===== config.mk =====
export PLATFORM = sky130hd
export DESIGN_NAME = double_hash_table
export DESIGN_NICKNAME = d
export VERILOG_FILES = /design/src/sv/dht_pkg.sv /design/src/sv/double_hash_table.sv /design/src/sv/dht_ram.sv /design/src/sv/dht_mod_unit.sv
export VERILOG_INCLUDE_DIRS = /design/src /design/src/sv
export SDC_FILE = /design/constraint.sdc
export NUM_CORES = 1
export LEC_CHECK = 0
export ABC_AREA = 1
export BUFFER_PORTS_ARGS = -buffer_cell sky130_fd_sc_hd__buf_4
export CORE_MARGIN = 5
export CORE_UTILIZATION = 30
export DETAILED_ROUTE_END_ITERATION = 16
export HOLD_SLACK_MARGIN = 0.1
export PLACE_DENSITY = 0.51
export SLEW_MARGIN = 20
export SYNTH_ARGS = -nofsm -noshare
export SYNTH_HDL_FRONTEND = slang
export SYNTH_SLANG_ARGS = --single-unit

===== constraint.sdc =====
create_clock -name clk -period 24.5 [get_ports clk]
set_input_delay 2.45 -clock clk [delete_from_list [all_inputs] [get_ports clk]]
set_output_delay 2.45 -clock clk [all_outputs]
set_load 0.05 [all_outputs]

===== src/sv/double_hash_table_macros.svh =====
// Assertion macros shared by the RTL. Define ASSERT_OFF to compile them out.
// Each macro expects clk and rst_n in scope.
`ifndef DOUBLE_HASH_TABLE_MACROS_SVH
`define DOUBLE_HASH_TABLE_MACROS_SVH

`ifndef ASSERT_OFF
`define DHT_ASSERT(lbl, expr, msg) \
  lbl: assert property (@(posedge clk) disable iff (!rst_n) (expr)) else $error(msg);
`define DHT_ASSERT_IMP(lbl, pre, post, msg) \
  lbl: assert property (@(posedge clk) disable iff (!rst_n) (pre) |-> (post)) else $error(msg);
`define DHT_ASSERT_NXT(lbl, pre, post, msg) \
  lbl: assert property (@(posedge clk) disable iff (!rst_n) (pre) |=> (post)) else $error(msg);
`else
`define DHT_ASSERT(lbl, expr, msg)
`define DHT_ASSERT_IMP(lbl, pre, post, msg)
`define DHT_ASSERT_NXT(lbl, pre, post, msg)
`endif

`endif


===== src/sv/dht_pkg.sv =====
`timescale 1ns / 1ps

package dht_pkg;

  // default configuration
  localparam int TABLE_SLOTS_DEF  = 10;
  localparam int STEP_MODULUS_DEF = 7;
  localparam int KEY_CHARS_DEF    = 4;

  // key characters live in a 32-bit word, so the weighted sum is at most
  // 255 * (1 + 7 + 49 + 343) = 102000
  localparam int KEY_BYTES  = 4;
  localparam int HASH_BASE  = 7;
  localparam int KEY_VAL_W  = 17;
  localparam int KEY_WORD_W = 3 + 8 * KEY_BYTES;  // length + masked chars
  localparam int PAYLOAD_W  = 32;

  // digit width of the mod reduction unit
  localparam int NIB_W = 4;

  // request codes
  localparam logic [1:0] REQ_INSERT = 2'd0;
  localparam logic [1:0] REQ_SEARCH = 2'd1;
  localparam logic [1:0] REQ_DELETE = 2'd2;

  // result codes
  localparam logic [1:0] RES_DONE     = 2'd0;
  localparam logic [1:0] RES_FULL     = 2'd1;
  localparam logic [1:0] RES_NOTFOUND = 2'd2;

  typedef enum logic [1:0] {
    ST_EMPTY = 2'd0,
    ST_OCC   = 2'd1,
    ST_DEL   = 2'd2
  } slot_st_t;

endpackage


===== src/sv/double_hash_table.sv =====
`timescale 1ns / 1ps
// Requests are handled one at a time: in_stall is high from a transfer until
//   its result is handed to the output register; an unused op skips hashing.
// Time per request is set by the serial hash and mod digits and one slot
//   probe per cycle, so it grows with key length and slots probed.
// Reset: synchronous, active low; slot status clears to empty at once,
//   the key/payload RAM is not cleared.

module double_hash_table #(
  parameter int TABLE_SLOTS  = dht_pkg::TABLE_SLOTS_DEF,
  parameter int STEP_MODULUS = dht_pkg::STEP_MODULUS_DEF,
  parameter int KEY_CHARS    = dht_pkg::KEY_CHARS_DEF
) (
  input  logic        clk,
  input  logic        rst_n,
  // request channel
  input  logic        in_valid,
  output logic        in_stall,
  input  logic [1:0]  in_req_type,
  input  logic [31:0] in_key_bytes,
  input  logic [2:0]  in_key_length,
  input  logic [31:0] in_entry_payload,
  // result channel
  output logic        out_valid,
  input  logic        out_stall,
  output logic [1:0]  out_result_code,
  output logic [3:0]  out_slot_index,
  output logic [31:0] out_found_payload
);

  `include "double_hash_table_macros.svh"

  // slot index and step residue widths
  localparam int HW    = (TABLE_SLOTS > 1) ? $clog2(TABLE_SLOTS) : 1;
  localparam int SMW   = (STEP_MODULUS > 1) ? $clog2(STEP_MODULUS) : 1;
  // probe increment 1 + (key mod STEP_MODULUS) is at most STEP_MODULUS
  localparam int INC_W = SMW + 1;

  localparam int NIB_W    = dht_pkg::NIB_W;
  localparam int KVW      = dht_pkg::KEY_VAL_W;
  localparam int KWW      = dht_pkg::KEY_WORD_W;
  localparam int PW       = dht_pkg::PAYLOAD_W;
  localparam int ENTRY_W  = KWW + PW;
  localparam int KEY_NIBS = (KVW + NIB_W - 1) / NIB_W;
  localparam int INC_NIBS = (INC_W + NIB_W - 1) / NIB_W;
  localparam int SH_W     = KEY_NIBS * NIB_W;
  localparam int CNT_W    = (KEY_NIBS > 1) ? $clog2(KEY_NIBS) : 1;

  localparam logic [KVW-1:0] BASE_V  = KVW'(dht_pkg::HASH_BASE);
  localparam logic [HW:0]    SLOTS_V = (HW+1)'(TABLE_SLOTS);

  // Sequencer:
  //   IDLE   - take a request, latch key word and payload
  //   HORNER - key value, one character per cycle, leftmost first
  //   MODK   - key mod TABLE_SLOTS and key mod STEP_MODULUS, one digit/cycle
  //   MODI   - probe increment mod TABLE_SLOTS on the same unit
  //   CHK    - one slot per cycle; next slot's RAM read issued alongside
  //   RESULT - hand the result to the output register
  typedef enum logic [5:0] {
    S_IDLE   = 6'b000001,
    S_HORNER = 6'b000010,
    S_MODK   = 6'b000100,
    S_MODI   = 6'b001000,
    S_CHK    = 6'b010000,
    S_RESULT = 6'b100000
  } state_t;

  state_t state_r, state_nxt;

  logic [1:0]      req_r, req_nxt;
  logic [KWW-1:0]  kw_r, kw_nxt;
  logic [PW-1:0]   pay_r, pay_nxt;
  logic [31:0]     bytes_r, bytes_nxt;
  logic [1:0]      pos_r, pos_nxt;
  logic [KVW-1:0]  acc_r, acc_nxt;
  logic [SH_W-1:0] sh_r, sh_nxt;
  logic [CNT_W-1:0] cnt_r, cnt_nxt;
  logic [HW-1:0]   ra_r, ra_nxt;
  logic [SMW-1:0]  rb_r, rb_nxt;
  logic [HW-1:0]   home_r, home_nxt;
  logic [HW-1:0]   step_r, step_nxt;
  logic [HW-1:0]   p_r, p_nxt;
  logic [1:0]      res_code_r, res_code_nxt;
  logic [HW-1:0]   res_idx_r, res_idx_nxt;
  logic [PW-1:0]   res_pay_r, res_pay_nxt;

  logic            out_valid_r, out_valid_nxt;
  logic            out_load;
  logic [1:0]      out_code_r;
  logic [3:0]      out_idx_r;
  logic [PW-1:0]   out_pay_r;

  dht_pkg::slot_st_t status_r [TABLE_SLOTS];
  dht_pkg::slot_st_t cur_st;
  dht_pkg::slot_st_t st_val;
  logic              st_we;

  // request decode
  logic            in_xfer;
  logic [2:0]      len_eff;
  logic [2:0]      nch;
  logic [31:0]     key_mask;

  // hashing datapath
  logic [7:0]      cur_char;
  logic [KVW-1:0]  horner_val;
  logic [HW-1:0]   ra_step;
  logic [SMW-1:0]  rb_step;
  logic [INC_W-1:0] inc_v;

  // probe datapath
  logic [HW:0]     slot_sum;
  logic [HW-1:0]   p_next;
  logic            wrap;
  logic            key_hit;
  logic [KWW-1:0]  rd_key;
  logic [PW-1:0]   rd_pay;

  // key/payload RAM port
  logic               ram_we;
  logic [HW-1:0]      ram_raddr;
  logic [ENTRY_W-1:0] ram_rdata;

  assign in_stall = (state_r != S_IDLE);
  assign in_xfer  = in_valid && !in_stall;

  // Lengths past KEY_CHARS saturate; only the four bytes carry characters.
  assign len_eff  = (32'(in_key_length) > KEY_CHARS) ? 3'(KEY_CHARS) : in_key_length;
  assign nch      = (len_eff >= 3'(dht_pkg::KEY_BYTES)) ? 3'(dht_pkg::KEY_BYTES) : len_eff;
  assign key_mask = (len_eff >= 3'(dht_pkg::KEY_BYTES)) ? '1 :
                    ((32'd1 << {len_eff[1:0], 3'b000}) - 32'd1);

  // Horner step: acc * 7 + char at the current position
  assign cur_char   = bytes_r[{pos_r, 3'b000} +: 8];
  assign horner_val = acc_r * BASE_V + KVW'(cur_char);

  // Shared reduction unit. Lane A runs mod TABLE_SLOTS, lane B mod
  // STEP_MODULUS; digits come from the top of the shift register.
  dht_mod_unit #(
    .MOD_A (TABLE_SLOTS),
    .MOD_B (STEP_MODULUS)
  ) u_mod (
    .nib_i (sh_r[SH_W-1 -: NIB_W]),
    .ra_i  (ra_r),
    .rb_i  (rb_r),
    .ra_o  (ra_step),
    .rb_o  (rb_step)
  );

  assign inc_v = INC_W'(rb_step) + INC_W'(1);

  // both p_r and step_r are below TABLE_SLOTS, so one subtract wraps
  assign slot_sum = {1'b0, p_r} + {1'b0, step_r};
  assign p_next   = (slot_sum >= SLOTS_V) ? HW'(slot_sum - SLOTS_V) : HW'(slot_sum);
  assign wrap     = (p_next == home_r);

  assign rd_key  = ram_rdata[ENTRY_W-1 -: KWW];
  assign rd_pay  = ram_rdata[PW-1:0];
  assign key_hit = (rd_key == kw_r);
  assign cur_st  = status_r[p_r];

  // The RAM read is registered, so its address runs ahead: home slot while
  // reducing, then the next slot on the probe path while checking the current one.
  assign ram_raddr = (state_r == S_CHK) ? p_next : home_r;

  always_comb begin
    state_nxt    = state_r;
    req_nxt      = req_r;
    kw_nxt       = kw_r;
    pay_nxt      = pay_r;
    bytes_nxt    = bytes_r;
    pos_nxt      = pos_r;
    acc_nxt      = acc_r;
    sh_nxt       = sh_r;
    cnt_nxt      = cnt_r;
    ra_nxt       = ra_r;
    rb_nxt       = rb_r;
    home_nxt     = home_r;
    step_nxt     = step_r;
    p_nxt        = p_r;
    res_code_nxt = res_code_r;
    res_idx_nxt  = res_idx_r;
    res_pay_nxt  = res_pay_r;
    ram_we       = 1'b0;
    st_we        = 1'b0;
    st_val       = dht_pkg::ST_OCC;
    out_load     = 1'b0;
    out_valid_nxt = out_valid_r && out_stall;

    case (state_r)
      S_IDLE: begin
        if (in_xfer) begin
          req_nxt      = in_req_type;
          kw_nxt       = {len_eff, in_key_bytes & key_mask};
          pay_nxt      = in_entry_payload;
          bytes_nxt    = in_key_bytes;
          acc_nxt      = '0;
          pos_nxt      = 2'(nch - 3'd1);
          res_code_nxt = dht_pkg::RES_NOTFOUND;
          res_idx_nxt  = '0;
          res_pay_nxt  = '0;
          sh_nxt       = '0;
          ra_nxt       = '0;
          rb_nxt       = '0;
          cnt_nxt      = CNT_W'(KEY_NIBS - 1);
          if (!(in_req_type inside {dht_pkg::REQ_INSERT, dht_pkg::REQ_SEARCH,
                                    dht_pkg::REQ_DELETE})) begin
            // unused operation: not found, table untouched
            state_nxt = S_RESULT;
          end else if (nch == 3'd0) begin
            // empty key hashes as value zero
            state_nxt = S_MODK;
          end else begin
            state_nxt = S_HORNER;
          end
        end
      end

      S_HORNER: begin
        acc_nxt = horner_val;
        if (pos_r == 2'd0) begin
          sh_nxt    = SH_W'(horner_val);
          ra_nxt    = '0;
          rb_nxt    = '0;
          cnt_nxt   = CNT_W'(KEY_NIBS - 1);
          state_nxt = S_MODK;
        end else begin
          pos_nxt = pos_r - 2'd1;
        end
      end

      S_MODK: begin
        ra_nxt  = ra_step;
        rb_nxt  = rb_step;
        sh_nxt  = sh_r << NIB_W;
        cnt_nxt = cnt_r - CNT_W'(1);
        if (cnt_r == '0) begin
          // home slot done; reduce the increment on lane A next
          home_nxt  = ra_step;
          ra_nxt    = '0;
          sh_nxt    = SH_W'(inc_v) << (SH_W - INC_NIBS * NIB_W);
          cnt_nxt   = CNT_W'(INC_NIBS - 1);
          state_nxt = S_MODI;
        end
      end

      S_MODI: begin
        ra_nxt  = ra_step;
        sh_nxt  = sh_r << NIB_W;
        cnt_nxt = cnt_r - CNT_W'(1);
        if (cnt_r == '0) begin
          step_nxt  = ra_step;
          p_nxt     = home_r;
          state_nxt = S_CHK;
        end
      end

      S_CHK: begin
        p_nxt = p_next;
        if (req_r == dht_pkg::REQ_INSERT) begin
          if (cur_st != dht_pkg::ST_OCC) begin
            // first empty or deleted slot takes the entry
            ram_we       = 1'b1;
            st_we        = 1'b1;
            st_val       = dht_pkg::ST_OCC;
            res_code_nxt = dht_pkg::RES_DONE;
            res_idx_nxt  = p_r;
            state_nxt    = S_RESULT;
          end else if (wrap) begin
            res_code_nxt = dht_pkg::RES_FULL;
            state_nxt    = S_RESULT;
          end
        end else begin
          if (cur_st != dht_pkg::ST_OCC && cur_st != dht_pkg::ST_DEL) begin
            // empty slot ends the chain
            state_nxt = S_RESULT;
          end else if (key_hit) begin
            // a deleted slot with the same key also ends the search
            if (cur_st == dht_pkg::ST_OCC) begin
              res_code_nxt = dht_pkg::RES_DONE;
              res_idx_nxt  = p_r;
              if (req_r == dht_pkg::REQ_SEARCH) begin
                res_pay_nxt = rd_pay;
              end else begin
                st_we  = 1'b1;
                st_val = dht_pkg::ST_DEL;
              end
            end
            state_nxt = S_RESULT;
          end else if (wrap) begin
            state_nxt = S_RESULT;
          end
        end
      end

      S_RESULT: begin
        if (!out_valid_r || !out_stall) begin
          out_load      = 1'b1;
          out_valid_nxt = 1'b1;
          state_nxt     = S_IDLE;
        end
      end

      default: begin
        state_nxt = S_IDLE;
      end
    endcase
  end

  dht_ram #(
    .WIDTH (ENTRY_W),
    .DEPTH (TABLE_SLOTS)
  ) u_entry_ram (
    .clk   (clk),
    .we    (ram_we),
    .waddr (p_r),
    .wdata ({kw_r, pay_r}),
    .raddr (ram_raddr),
    .rdata (ram_rdata)
  );

  // control state
  always_ff @(posedge clk) begin
    if (!rst_n) begin
      state_r     <= S_IDLE;
      out_valid_r <= 1'b0;
      for (int i = 0; i < TABLE_SLOTS; i++) begin
        status_r[i] <= dht_pkg::ST_EMPTY;
      end
    end else begin
      state_r     <= state_nxt;
      out_valid_r <= out_valid_nxt;
      if (st_we) begin
        status_r[p_r] <= st_val;
      end
    end
  end

  // datapath
  always_ff @(posedge clk) begin
    req_r      <= req_nxt;
    kw_r       <= kw_nxt;
    pay_r      <= pay_nxt;
    bytes_r    <= bytes_nxt;
    pos_r      <= pos_nxt;
    acc_r      <= acc_nxt;
    sh_r       <= sh_nxt;
    cnt_r      <= cnt_nxt;
    ra_r       <= ra_nxt;
    rb_r       <= rb_nxt;
    home_r     <= home_nxt;
    step_r     <= step_nxt;
    p_r        <= p_nxt;
    res_code_r <= res_code_nxt;
    res_idx_r  <= res_idx_nxt;
    res_pay_r  <= res_pay_nxt;
    if (out_load) begin
      out_code_r <= res_code_r;
      out_idx_r  <= 4'(res_idx_r);
      out_pay_r  <= res_pay_r;
    end
  end

  assign out_valid         = out_valid_r;
  assign out_result_code   = out_code_r;
  assign out_slot_index    = out_idx_r;
  assign out_found_payload = out_pay_r;

  `DHT_ASSERT_IMP(a_probe_range, state_r == S_CHK,
                  p_r < TABLE_SLOTS && step_r < TABLE_SLOTS,
                  "probe slot or step out of range")
  `DHT_ASSERT_NXT(a_insert_marks, ram_we,
                  status_r[$past(p_r)] == dht_pkg::ST_OCC,
                  "inserted slot not occupied")
  `DHT_ASSERT_NXT(a_delete_marks, st_we && st_val == dht_pkg::ST_DEL,
                  status_r[$past(p_r)] == dht_pkg::ST_DEL,
                  "deleted slot not marked")
  `DHT_ASSERT_NXT(a_result_holds, state_r == S_RESULT && out_valid_r && out_stall,
                  state_r == S_RESULT,
                  "result left while output busy")

endmodule


===== src/sv/dht_ram.sv =====
`timescale 1ns / 1ps

module dht_ram #(
  parameter int WIDTH = 8,
  parameter int DEPTH = 16,
  localparam int AW = (DEPTH > 1) ? $clog2(DEPTH) : 1
) (
  input  logic             clk,
  input  logic             we,
  input  logic [AW-1:0]    waddr,
  input  logic [WIDTH-1:0] wdata,
  input  logic [AW-1:0]    raddr,
  output logic [WIDTH-1:0] rdata
);

  logic [WIDTH-1:0] mem_r [DEPTH];
  logic [WIDTH-1:0] rdata_r;

  always_ff @(posedge clk) begin
    if (we) begin
      mem_r[waddr] <= wdata;
    end
    rdata_r <= mem_r[raddr];
  end

  assign rdata = rdata_r;

endmodule


===== src/sv/dht_mod_unit.sv =====
`timescale 1ns / 1ps

// Two-lane restoring remainder step: folds one digit (MSB first) into
// running residues modulo MOD_A and MOD_B.
module dht_mod_unit #(
  parameter int MOD_A = 10,
  parameter int MOD_B = 7,
  localparam int AW = (MOD_A > 1) ? $clog2(MOD_A) : 1,
  localparam int BW = (MOD_B > 1) ? $clog2(MOD_B) : 1
) (
  input  logic [dht_pkg::NIB_W-1:0] nib_i,
  input  logic [AW-1:0]             ra_i,
  input  logic [BW-1:0]             rb_i,
  output logic [AW-1:0]             ra_o,
  output logic [BW-1:0]             rb_o
);

  localparam logic [AW:0] MA = (AW+1)'(MOD_A);
  localparam logic [BW:0] MB = (BW+1)'(MOD_B);

  logic [AW-1:0] a;
  logic [BW-1:0] b;
  logic [AW:0]   ta;
  logic [BW:0]   tb;

  always_comb begin
    a  = ra_i;
    b  = rb_i;
    ta = '0;
    tb = '0;
    for (int k = dht_pkg::NIB_W - 1; k >= 0; k--) begin
      ta = {a, nib_i[k]};
      if (ta >= MA) begin
        ta = ta - MA;
      end
      a  = ta[AW-1:0];
      tb = {b, nib_i[k]};
      if (tb >= MB) begin
        tb = tb - MB;
      end
      b  = tb[BW-1:0];
    end
    ra_o = a;
    rb_o = b;
  end

endmodule


==> results of run 1 <==
==> kinds of logic after synthesis <==
| family | count (synthesis) | share of synthesized area, % |
|---|---|---|
| AO/OA/AOI/OAI | 212 | 3.06 |
| XOR/XNOR | 47 | 1.01 |
| adder cells (fa/ha/maj) | 65 | 2.40 |
| buffers and inverters | 336 | 3.64 |
| flip-flops | 1018 | 72.9 |
| multiplexers | 9 | 0.224 |
| AND/OR/NAND/NOR | 1633 | 16.8 |
==> final cells by class <==
type                    instances  area [µm²]
fillers                     13280       88400
diodes                          2        5.00
repair buffers                153        1180
flip-flops and latches       1018       29800
clock buffers                 148        2920
clock inverters                46         528
multi-input cells            1966        9700
inverters                     186         712
well taps                    1781        2230
==> path summary, 6_finish.rpt <==
check | start | end | slack (ns) | cells past startpoint
max reg2reg | p_r[0]$_DFFE_PP_ | u_entry_ram.rdata[62]$_DFF_P_ | 19.78 | 18
min reg2reg | res_pay_r[29]$_SDFFCE_PN0P_ | out_found_payload[29]$_DFFE_PP_ | 0.41 | 0
max | p_r[0]$_DFFE_PP_ | u_entry_ram.rdata[62]$_DFF_P_ | 19.78 | 18
min | res_pay_r[29]$_SDFFCE_PN0P_ | out_found_payload[29]$_DFFE_PP_ | 0.41 | 0
==> Yosys cell counts, types with 2 or more instances <==
master,instances,area share [%]
or2_2,5,0.077
mux2i_1,8,0.20
nor4_1,7,0.11
edfxtp_1,940,69
o211ai_1,9,0.17
inv_1,172,1.6
nand3b_1,4,0.074
nand4_1,7,0.11
ha_1,43,1.3
nand3_1,440,5.4
nand3_2,4,0.098
buf_4,15,0.28
a21o_1,6,0.11
o21ai_1,5,0.061
xnor2_1,25,0.54
buf_2,87,1.1
clkinv_1,2,0.018
nor2_2,2,0.031
buf_6,8,0.22
o21ai_2,3,0.064
nand2_1,892,8.2
a21oi_1,45,0.55
o31ai_1,2,0.037
xor2_1,22,0.47
clkbuf_1,37,0.34
nor2_1,248,2.3
o21ai_0,56,0.69
fa_1,22,1.1
inv_2,12,0.11
nor3_2,2,0.049
dfxtp_1,78,3.8
nand2_2,11,0.17
a31oi_1,70,1.1
buf_1,3,0.028
nor3_1,6,0.074
o21bai_1,2,0.037
o22ai_1,7,0.11
==> metal layers <==
layer	global-route usage, %	wire length, µm	part of all wire [%]
met4	4.10	2490	2.5
met3	2.14	4320	4.3
met1	18.6	45500	45
met5	0	20	0.020
met2	23.5	49100	48
==> worst max-delay path: stages (launching register included) <==
cell and delay [ns]:
edfxtp_1 0.42, ha_1 0.20, inv_1 0.05, fa_1 0.39, nor2_2 0.16, inv_2 0.04
and2_4 0.13, inv_1 0.07, ha_1 0.15, inv_1 0.07, o21ai_2 0.19, nand3_1 0.14
nand3_1 0.15, nand2_4 0.40, inv_6 0.81, buf_4 0.72, nand3_1 0.15, nand3_1 0.11
a31oi_1 0.10
==> stage by stage <==
stage / worst slack, ns / power (mW)
finish: 19.78 / 4.85
global route: 19.48 / 5.13
CTS: 19.56 / 4.91
detailed placement: 19.58 / 3.29
global placement: 19.62 / 3.28
floorplan: 14.62 / 3.00
==> registers in the layout, summed over array words and instances, names as in the netlist, 20 cells and up, named ones only <==
register / cells
out_found_payload: 32
pay_r: 32
res_pay_r: 32
kw_r: 35
u_entry_ram.rdata: 67
status_r: 32
sh_r: 20
bytes_r: 32
u_entry_ram.mem_r: 670
==> power by group through the flow <==
| stage | combinational, mW | sequential, mW | clock [mW] |
|---|---|---|---|
| after CTS | 0.978 | 2.29 | 1.64 |
| after global placement | 0.962 | 2.32 | 0 |
| after detailed placement | 0.969 | 2.32 | 0 |
| after floorplan | 0.724 | 2.28 | 0 |
| after global routing | 1.12 | 2.30 | 1.72 |
| final | 0.965 | 2.28 | 1.60 |
==> run_results.csv, run 1 <==
group,metric,value,unit
global_routing,overflow,0,
yosys,synth_enable_flop_cells,940,
final_layout,mostFrequentLayoutCells,"edfxtp_1 (940), nand2_1 (891), nand3_1 (439)",
setup_path,worst_ep_arrival_time,5.22,ns
place,numPlacedInstances,5103,
floorplan,dieArea,144000,µm²
yosys,syn_area,40800,µm²
clock_network,clock_latency,0.67,ns
final_layout,final-instance-count-excl-fill,5300,
clock_network,cts_max_path_buffers,3,
min_path,min_path_type,"reg -> reg",
timing,final-hold-violation-count,0,
timing,final_min_period_over_clock_period,19.3,%
detailed_routing,drt-pass1-iter-count,5,
final_layout,layout_commonest_cell,"edfxtp_1",
clock_network,tritoncts.num_buffers,105,
floorplan,start_util,30.2,%
yosys,ys_types,50,
power,power.internal,3.42,mW
clock_network,post_cts.resized_instances,0,
timing,fin_worst_hold_slack,0.414,ns
clock_network,number_of_clock_sinks,1018,
global_routing,grt_max_degree,205,
detailed_routing,routed_wire_length_per_instance,19.1,µm
global_routing,grt_antenna_before_repair,3,
yosys,netlist_instances,3320,
floorplan,die_h,379,µm
detailed_routing,detailroute.via_count,24513,
power,share_seq_of_total_power,47.1,%
final_layout,area_delta_synth_final,15.2,%
clock_network,cts_tree,"built",
yosys,synth-main-ff-cell,"edfxtp_1",
timing,fin_skew,0.0264,ns
place,place.detailed.hpwl,55200,µm
power,p_per_area,103,nW/µm²
clock_network,cts-hold-fix-buffers,0,
yosys,synth_sequential_area_ratio,72.9,%
clock_network,cts.htree.levels,3,
place,weighted_congestion_reported_at_the_end_of_routability_driven_placement,0.778,
timing,setup_viol,0,
yosys,synth_warnings,0,
setup_path,start_kind,"flip-flop",
timing,max_freq,212,MHz
power,p_sw,1.42,mW
global_routing,grt_first_pass_wirelength,153000,µm
global_routing,first_global_vias,24017,
job,cap_viol_max_count,0,
yosys,synth-seq-cells,1018,
power,comb_power_share,19.9,%
detailed_routing,detail_route.vias_per_cell,4.63,
timing,timing.max_slew.rel_slack,29.8,%
final_layout,stdcell_area,47100,µm²
final_layout,drive_gt1_share,10.3,%
yosys,post_synthesis_net_count,3458,
power,static-leakage-power,17.2,nW
final_layout,fin_util,34.7,%
clock_network,post_cts.repair.setup_buffers,0,
setup_path,cp_max_fo,81,
timing,timing.final.max_slew_violations,0,
floorplan,coreArea,135000,µm²
final_layout,total_number_of_nets_in_the_final_design,3568,
floorplan,die-width,379,µm
setup_path,crit_path_end_kind,"flip-flop",
power,share_clk_of_total_power,33.0,%
detailed_routing,detail_route.drc_violations,0,
setup_path,timing_worst_setup_path_type,"reg -> reg",
yosys,postSynth.asyncResetShare,0,%
status,run_status,"complete, no violations",
timing,worst-slew-pin-transition,1.05,ns
floorplan,ioPinCount,113,
yosys,syn_area_per_cell,12.3,µm²
power,ir_drop_worst_case_vdd,62.3,µV
clock_network,cts.reportedPaths.clkPinSlew,0.06,ns
place,dpl_cell_area,43600,µm²
clock_network,cts_root_buf,"clkbuf_16",
timing,setup_total_negative_slack,0,ns
detailed_routing,drtAntennaViolNets,0,
detailed_routing,drt_iter0_markers,1723,
detailed_routing,wirelength,101000,µm
floorplan,std_cell_rows,135,
power,sw_share,29.4,%
place,placement.io_buffers,112,
timing,final_period_minus_worst_setup_slack,4.72,ns
setup_path,cp.required,25.00,ns
global_routing,grt_use_total,13.9,%
timing,grt_setup_unrepaired,"false",
(Power assumes the default switching activity.)
==> inputs of run 2 (changes only) <==
Settings changed: PLACE_DENSITY 0.51 to 0.53.
Clock period 24.5 ns to 3.8 ns, I/O delays scaled along.
==> run 2 against run 1 <==
  * Combinational power grew to 7.0 times the previous value
  * Global-route usage fell by 0.29 points
  * Setup slack worse by 20 ns
  * Sequential power rose to 6.4 times the previous value
  * Register-to-register slack got worse by 20 ns
  * First-iteration DRC count is 2.2% higher
  * Sequential share of layout area fell by 2.6 points
  * Power increased to 6.5 times the previous value
==> run_results.csv, run 2 (synthesis results as in run 1) <==
group,metric,value,unit
setup_path,cp_max_fo,6,
power,p_per_area,645,nW/µm²
min_path,min_path_type,"in -> reg",
status,run_status,"complete, no violations",
setup_path,worst_ep_arrival_time,4.02,ns
final_layout,layout_commonest_cell,"edfxtp_1",
final_layout,mostFrequentLayoutCells,"edfxtp_1 (940), nand2_1 (889), nand3_1 (439)",
detailed_routing,drtAntennaViolNets,0,
timing,final_period_minus_worst_setup_slack,3.56,ns
final_layout,area_delta_synth_final,20.2,%
floorplan,std_cell_rows,135,
timing,setup_viol,0,
setup_path,timing_worst_setup_path_type,"reg -> reg",
clock_network,cts_root_buf,"clkbuf_16",
detailed_routing,routed_wire_length_per_instance,18.2,µm
final_layout,fin_util,36.2,%
detailed_routing,drt-pass1-iter-count,6,
setup_path,r2r_slack,0.24,ns
timing,worst-slew-pin-transition,1.00,ns
power,power.internal,22.3,mW
clock_network,cts_tree,"built",
place,weighted_congestion_reported_at_the_end_of_routability_driven_placement,0.805,
power,total_power,31.7,mW
detailed_routing,detailroute.via_count,25037,
clock_network,cts.reportedPaths.clkPinSlew,0.06,ns
final_layout,total_number_of_nets_in_the_final_design,3713,
floorplan,die-width,379,µm
detailed_routing,drt_iter0_markers,1761,
power,ir_drop_worst_case_vdd,413,µV
clock_network,cts.htree.levels,3,
power,share_clk_of_total_power,32.7,%
power,share_seq_of_total_power,46.1,%
setup_path,cp.required,4.26,ns
global_routing,first_global_vias,24445,
detailed_routing,detail_route.drc_violations,0,
floorplan,die_h,379,µm
setup_path,critical_path.startpoint,"sh_r[19]$_DFFE_PP_",
final_layout,largest_register_ffs,670,
global_routing,grt_max_degree,165,
clock_network,clock_latency,0.71,ns
setup_path,regToRegEndpoint,"sh_r[17]$_DFFE_PP_",
min_path,holdPathStages,4,
global_routing,grt_first_pass_wirelength,151000,µm
clock_network,tritoncts.num_buffers,108,
floorplan,ioPinCount,113,
detailed_routing,detail_route.vias_per_cell,4.59,
setup_path,crit_path_end_kind,"flip-flop",
detailed_routing,wirelength,99400,µm
setup_path,timing.reg2reg.worst_path_depth,20,
place,placement.io_buffers,112,
global_routing,grt_use_total,13.6,%
clock_network,cts_max_path_buffers,3,
global_routing,overflow,0,
timing,final-hold-violation-count,0,
job,cap_viol_max_count,0,
place,place.detailed.hpwl,59600,µm
global_routing,grt_antenna_before_repair,4,
timing,timing.max_slew.rel_slack,33.3,%
final_layout,drive_gt1_share,12.6,%
timing,final_min_period_over_clock_period,93.7,%
final_layout,stdcell_area,49100,µm²
power,comb_power_share,21.2,%
floorplan,start_util,30.2,%
timing,max_freq,281,MHz
place,numPlacedInstances,5167,
clock_network,number_of_clock_sinks,1018,
timing,timing.final.max_slew_violations,0,
final_layout,final-instance-count-excl-fill,5449,
setup_path,worst_r2r_startpoint,"sh_r[19]$_DFFE_PP_",
floorplan,coreArea,135000,µm²
final_layout,antenna_cells,0,
setup_path,start_kind,"flip-flop",
min_path,hold_path_end,"state_r[2]$_SDFFE_PN0P_",
place,dpl_cell_area,44800,µm²
min_path,worstHoldStart,"in_key_length[1]",
power,p_sw,9.42,mW
timing,grt_setup_unrepaired,"true",
power,static-leakage-power,18.1,nW
power,sw_share,29.7,%
final_layout,registers.top_by_ff_count,"u_entry_ram.mem_r",
timing,fin_worst_hold_slack,0.193,ns
timing,fin_skew,0.0660,ns
floorplan,dieArea,144000,µm²
-- run 2: cell types whose count changed in the layout (fill, tap and decap cells not counted), sizes merged --
cell	delta
clkbuf	+8
diode	-2
bufinv	-4
inv	+3
clkinvlp	-2
dlygate4sd3	+71
clkinv	+4
buf	+71
-- run 2: layout make-up --
cell class | count | area [µm²]
inverters | 186 | 713
flip-flops and latches | 1018 | 29800
repair buffers | 295 | 3080
multi-input cells | 1966 | 9780
clock buffers | 156 | 3010
fillers | 13030 | 86400
well taps | 1781 | 2230
clock inverters | 47 | 497
-- run 2: how the worst max path moves through the flow --
stage | to | slack [ns]
2_1_floorplan | res_pay_r[0]$_SDFFCE_PN0P_ | -0.68
3_3_place_gp | sh_r[14]$_DFFE_PP_ | 0.22
3_5_place_dp | sh_r[17]$_DFFE_PP_ | 0.17
4_1_cts | sh_r[17]$_DFFE_PP_ | 0.14
5_1_grt | sh_r[17]$_DFFE_PP_ | -0.07
6_report | sh_r[17]$_DFFE_PP_ | 0.24
-- run 2: what timing repair did --
action | in CTS | in global routing
hold buffers | 70 | 1
setup buffers | 0 | 8
hold endpoints to repair | 94 | 1
resized for setup | 0 | 16
setup endpoints to repair | 0 | 25
-- run 2: metrics by stage --
stage	setup WS (ns)	setup TNS (ns)
floorplan	-0.681	-22.39
global placement	0.216	0
detailed placement	0.170	0
CTS	0.142	0
global route	-0.0700	-0.137
finish	0.240	0
-- run 2: power by group through the flow --
| stage | sequential, mW | combinational, mW | clock, mW |
|---|---|---|---|
| global placement | 14.8 | 6.33 | 0 |
| detailed placement | 14.8 | 6.39 | 0 |
| floorplan | 14.6 | 4.69 | 0 |
| finish | 14.6 | 6.71 | 10.4 |
| global route | 14.7 | 7.69 | 11.1 |
| CTS | 14.6 | 6.50 | 10.6 |
-- run 2: worst max-delay path, stage by stage, from the launching register on --
cell	delay (ns)
edfxtp_1	0.42
ha_1	0.24
nand2_1	0.10
nand2_1	0.09
xor2_1	0.18
ha_1	0.19
nand2_1	0.07
nand2_1	0.09
xor2_1	0.21
inv_1	0.07
ha_1	0.20
nand2_2	0.10
nand2_1	0.10
xor2_2	0.18
ha_2	0.20
nand3_2	0.11
nand2_1	0.08
nand2_1	0.08
nand2_1	0.10
ha_1	0.30
a22o_1	0.21
-- run 2: routing by layer --
metal / global-route usage, % / vias to the layer above / wire length [µm]
li1: - / 12092 / -
met4: 3.90 / 2 / 2350
met2: 23.2 / 497 / 48700
met1: 18.3 / 12298 / 44400
met5: 0 / - / 13
met3: 1.83 / 148 / 3950
